$ cat src/cardet_pkg.sv
// Package for the client abuse rate detector.
// Holds the profile codes, per-kind limits and windows, and the controller/datapath structs.
// No dependencies.
package cardet_pkg;

    localparam int EVENT_KINDS = 4;
    localparam int KIND_W = 2;
    localparam int PROF_W = 2;
    localparam int CMP_W = 8;

    localparam logic [PROF_W-1:0] PROF_OFF = 2'd0;
    localparam logic [PROF_W-1:0] PROF_CONSERVATIVE = 2'd1;
    localparam logic [PROF_W-1:0] PROF_STRICT = 2'd2;

    localparam logic [KIND_W-1:0] SCAN_KIND = 2'd2;

    localparam logic [63:0] SEC_NS = 64'd1000000000;
    localparam logic [63:0] COOLDOWN_NS = 64'd60 * SEC_NS;

    typedef struct packed {
        logic accept;
        logic srch_init;
        logic srch_chk;
        logic upd;
        logic cnt_load;
        logic prune;
        logic shift_init;
        logic shift;
        logic shift_wr;
        logic app;
        logic bmp_init;
        logic bmp_chk;
        logic cool_chk;
        logic fin;
    } t_cmd;

    typedef struct packed {
        logic ignore;
        logic match;
        logic last;
        logic scan_nopath;
        logic i_end;
        logic full;
        logic m_last;
        logic below_lim;
        logic is_scan;
        logic bmp_ok;
        logic out_free;
    } t_sts;

    function automatic logic [CMP_W-1:0] kind_limit(logic [PROF_W-1:0] prof,
                                                    logic [KIND_W-1:0] kind);
        logic [CMP_W-1:0] lim;
        if (prof == PROF_STRICT) begin
            unique case (kind)
                2'd0: lim = 8'd4;
                2'd1: lim = 8'd4;
                2'd2: lim = 8'd20;
                default: lim = 8'd2;
            endcase
        end else begin
            unique case (kind)
                2'd0: lim = 8'd8;
                2'd1: lim = 8'd8;
                2'd2: lim = 8'd40;
                default: lim = 8'd3;
            endcase
        end
        return lim;
    endfunction

    function automatic logic [63:0] kind_window(logic [KIND_W-1:0] kind);
        logic [63:0] w;
        unique case (kind)
            2'd0: w = 64'd60 * SEC_NS;
            2'd1: w = 64'd60 * SEC_NS;
            2'd2: w = 64'd30 * SEC_NS;
            default: w = 64'd600 * SEC_NS;
        endcase
        return w;
    endfunction

    function automatic logic [CMP_W-1:0] scan_need(logic [PROF_W-1:0] prof);
        return (prof == PROF_STRICT) ? 8'd16 : 8'd32;
    endfunction

endpackage

$ cat src/cardet_ctrl.sv
// Controller state machine of the client abuse rate detector.
// Sequences search, prune, shift, bitmap and cooldown steps; uses cardet_pkg.
module cardet_ctrl (
    input  logic              i_clk,
    input  logic              i_rst_n,
    input  logic              i_valid,
    output logic              o_ready,
    input  cardet_pkg::t_sts  i_sts,
    output cardet_pkg::t_cmd  o_cmd
);

    typedef enum logic [3:0] {
        S_IDLE, S_SRD, S_SCHK, S_UPD, S_CNT, S_PRD, S_PCHK, S_MRD,
        S_MWR, S_APP, S_LIM, S_BRD, S_BCHK, S_LRD, S_LCHK, S_FIN
    } t_state;

    t_state r_state, n_state;

    always_ff @(posedge i_clk) begin
        if (!i_rst_n) begin
            r_state <= S_IDLE;
        end else begin
            r_state <= n_state;
        end
    end

    assign o_ready = (r_state == S_IDLE);

    always_comb begin
        o_cmd = '0;
        n_state = r_state;
        unique case (r_state)
            S_IDLE: begin
                if (i_valid) begin
                    o_cmd.accept = 1'b1;
                    o_cmd.srch_init = 1'b1;
                    n_state = i_sts.ignore ? S_FIN : S_SRD;
                end
            end
            S_SRD: n_state = S_SCHK;
            S_SCHK: begin
                o_cmd.srch_chk = 1'b1;
                n_state = (i_sts.match || i_sts.last) ? S_UPD : S_SRD;
            end
            S_UPD: begin
                o_cmd.upd = 1'b1;
                n_state = i_sts.scan_nopath ? S_FIN : S_CNT;
            end
            S_CNT: begin
                o_cmd.cnt_load = 1'b1;
                n_state = S_PRD;
            end
            S_PRD: begin
                if (i_sts.i_end) begin
                    if (i_sts.full) begin
                        o_cmd.shift_init = 1'b1;
                        n_state = S_MRD;
                    end else begin
                        n_state = S_APP;
                    end
                end else begin
                    n_state = S_PCHK;
                end
            end
            S_PCHK: begin
                o_cmd.prune = 1'b1;
                n_state = S_PRD;
            end
            S_MRD: begin
                o_cmd.shift = 1'b1;
                n_state = S_MWR;
            end
            S_MWR: begin
                o_cmd.shift = 1'b1;
                o_cmd.shift_wr = 1'b1;
                n_state = i_sts.m_last ? S_APP : S_MRD;
            end
            S_APP: begin
                o_cmd.app = 1'b1;
                n_state = S_LIM;
            end
            S_LIM: begin
                if (i_sts.below_lim) begin
                    n_state = S_FIN;
                end else if (i_sts.is_scan) begin
                    o_cmd.bmp_init = 1'b1;
                    n_state = S_BRD;
                end else begin
                    n_state = S_LRD;
                end
            end
            S_BRD: begin
                if (i_sts.i_end) begin
                    n_state = i_sts.bmp_ok ? S_LRD : S_FIN;
                end else begin
                    n_state = S_BCHK;
                end
            end
            S_BCHK: begin
                o_cmd.bmp_chk = 1'b1;
                n_state = S_BRD;
            end
            S_LRD: n_state = S_LCHK;
            S_LCHK: begin
                o_cmd.cool_chk = 1'b1;
                n_state = S_FIN;
            end
            S_FIN: begin
                if (i_sts.out_free) begin
                    o_cmd.fin = 1'b1;
                    n_state = S_IDLE;
                end
            end
            default: n_state = S_IDLE;
        endcase
    end

endmodule

$ cat config.mk
export PLATFORM = sky130hd
export DESIGN_NAME = cardet_ctrl
export DESIGN_NICKNAME = d
export VERILOG_FILES = /design/src/cardet_pkg.sv /design/src/cardet_ctrl.sv
export SDC_FILE = /design/constraint.sdc
export NUM_CORES = 1
export LEC_CHECK = 0
export ABC_AREA = 0
export BUFFER_PORTS_ARGS = -buffer_cell sky130_fd_sc_hd__buf_2
export CORE_MARGIN = 4
export CORE_UTILIZATION = 30
export DETAILED_ROUTE_END_ITERATION = 12
export HOLD_SLACK_MARGIN = 0.1
export PLACE_DENSITY = 0.7
export SKIP_CTS_REPAIR_TIMING = 1
export SYNTH_ARGS = -nofsm -noshare
export SYNTH_HDL_FRONTEND = slang
export SYNTH_SLANG_ARGS = --single-unit
export TNS_END_PERCENT = 5
$ cat constraint.sdc
create_clock -name i_clk -period 2.4 [get_ports i_clk]
set_input_delay 0.12 -clock i_clk [delete_from_list [all_inputs] [get_ports i_clk]]
set_output_delay 0.12 -clock i_clk [all_outputs]
set_load 0.01 [all_outputs]
==> summary.md <==
| Metric | Value |
|---|---|
| Reg2reg setup slack | 840 ps |
| Wire per inst | 12.05 um |
| DRT Pass-1 Iters | 4 |
| Final setup viols | 0 |
| Sink Count | 4 |
| Biggest register | r_state |
| Max-cap viol count | 0 |
| Peak fanout along the critical path | 18 |
| DIE HEIGHT | 47.71 um |
| Initial cell density of the core | a little under a third |
| Port bufs | 28 |
| Antenna violations before repair | 0 |
| Reg-to-reg startpoint | r_state[0]$_SDFFE_PN0P_ |
| Setup TNS | 0 ps |
| RD Place Congestion | 0.7409 |
| Die ar. | 2276 um2 |
| Status | complete, no violations |
| Post-synth top area share | 16.93% |
| Final WS setup | around 640 ps |
| Worst slew pin tran | 502.2 ps |
| # diodes | 0 |
| Dominant synthesized flop cell | dfxtp_1 |
| Worst hold path type | input port to register |
| Maximum vdd drop | 0.2971 mV |
| Avg Vias per Cell | 5.378 |
| Pre-CTS worst setup slack | 853.6 ps |
| Slew headroom | between 60% and 70% |
| Crit end category | output pin |
| Cell taking the most area after synthesis | dfxtp_1 |
| Via count | 597 |
| Leak | 0.2931 nW |
| Slew Viols, Final | 0 |
| R2r endpoint | r_state[1]$_SDFFE_PN0P_ |
| Final HPWL DP | between 1000 and 1500 um |
| Crit start category | register |
| FP Rows | 14 |
| Largest net degree at the start of global routing | 19 |
| Global route overflow | 0 |
| Residual DRC | 0 |
| Synth async-reset ratio | 0% |
| Post-synthesis cell count | 70 |
| #FFs+latches synth | 4 |
| Unrepaired setup endpoints after global routing | no |
| Unique masters post-synth | 33 |
| Ports | 29 |
| Latest clock arrival within the worst-skew pair | 240 ps |
| Setup Skew | 4.359 ps |
| Post-synthesis sequential area ratio | 16.93% |
| TritonCTS Buffers | 3 |
| Synthesized area | 473.0 um2 |
| Utilization after layout | 41.03% |
| Pwr dens | 1061 nW/um2 |
| R2R cell count | 3 |
| Post-route minimum period | 1758 ps |
| Net Count, Synth | 84 |
| Root buffer cell | clkbuf_4 |
| ANT nets after route | 0 |
| GRT Total Usage | about 12% |
| Post-DP Area | 595.6 um2 |
| Crit path launch | r_state[0]$_SDFFE_PN0P_ |
| Most common cell after layout, fill and taps aside | buf_2 |
| Finished layout cell area | roughly 620 um2 |
| Warnings from Yosys | 0 |
| Commonest non-fill, non-tap cells in the layout | buf_2, nor2_1, nand2b_1, nor3_1 |
| CTS tree | built |
| Max Fclk | roughly 570 MHz |
| Core Box Area | around 1500 um2 |
| Final worst path period share | 73.27% |
| Worst path required time | 2280 ps |
| Layout cells sized above 1 | around a third |
| Final hold slack | 211.2 ps |
| Biggest regs | r_state: 4 flops |
| Reg clk slew, reported paths | ~40 ps |
| DR iter-0 viols | 7 |
| Mapped Avg Cell Area | 6.756 um2 |
| Worst Path Arrival | 1640 ps |
| Synth top area cells | dfxtp_1, nor2_1, nand2b_1, nor2b_1, nor3_1 |
| CP Class | register to output pin |
| Vias in the first global route | approximately 500 |
| Die Width | 47.71 um |
| First-pass GRT wire length | between 2000 and 2500 um |
| Final wirelength | approximately 1300 um |
| Max reg flops | 4 |
| Critical Path End | o_cmd[12] |
| Net count of the finished layout | 111 |
| Final Hold Fails | 0 |
| Layout area overhead | 30.69% |
| Deepest clock path buffer count | 2 |
| Fillers | ~160 |
| Post-synth EDFFs | 0 |
| H-Tree Depth | 1 |
[cell families (layout without fill, tap and decap cells)]
group,Yosys count,in the layout,synth area share [%]
AO/OA/AOI/OAI,20,20,29.10
flip-flops,4,4,16.93
multiplexers,1,1,2.116
AND/OR/NAND/NOR,36,36,41.53
buffers and inverters,9,34,10.32
[metrics by stage]
stage / power (mW) / instances
after global routing: 0.7150 / 111
final: 0.6556 / 111
after CTS: 0.6612 / 111
after floorplan: 0.4841 / 70
after detailed placement: 0.5761 / 108
after global placement: 0.5690 / 108
[layout make-up]
type	instances	area, um2	share of cell area, %
Sequential cell	4	80.08	12.96
Inverter	3	11.26	1.822
Timing Repair Buffer	28	140.1	22.67
Clock buffer	3	22.52	3.644
Multi-Input combinational cell	57	344.1	55.67
Tap cell	16	20.02	3.239
[worst min-delay path by stage]
stage          startpoint  depth (start not counted)  slack (ps)                       to
2_1_floorplan    i_sts[3]                          1         290                 o_cmd[3]
3_3_place_gp      i_rst_n                          3         450  r_state[3]$_SDFFE_PN0P_
3_5_place_dp     i_sts[6]                          3         460  r_state[0]$_SDFFE_PN0P_
4_1_cts          i_sts[6]                          3         210  r_state[0]$_SDFFE_PN0P_
5_1_grt          i_sts[6]                          3         240  r_state[0]$_SDFFE_PN0P_
6_report         i_sts[6]                          3         210  r_state[0]$_SDFFE_PN0P_
[layer usage]
metal / part of all wire, % / up-vias / global-route usage [%]
li1: - / 306 / -
met2: 52 / 17 / 22.96
met3: 7.3 / 2 / 1.128
met1: 39 / 272 / 14.22
met4: 0.90 / 0 / 3.226
met5: 0 / - / 0
[synthesized netlist by cell type, types with 2 or more instances]
cell type,instances
dfxtp_1,4
and2_1,2
inv_1,3
nor3_1,5
nand2_1,4
nand2b_1,5
o211ai_1,2
a21oi_1,4
buf_2,3
nor2_1,9
nor2b_1,4
a31oi_1,2
o21ai_0,3
[power by group]
| part | switching [mW] | leakage [nW] | internal, mW |
|---|---|---|---|
| clock | 0.0273 | 0.0138 | 0.0559 |
| combinational | 0.189 | 0.246 | 0.180 |
| sequential | 0.108 | 0.0332 | 0.0964 |
| total | 0.324 | 0.293 | 0.332 |
[worst max-delay path, stage by stage, from the launching register on]
cell and delay, ps:
dfxtp_1 460, or4_4 610, inv_1 80, and2_1 130, buf_2 130
(Power assumes the default switching activity.)
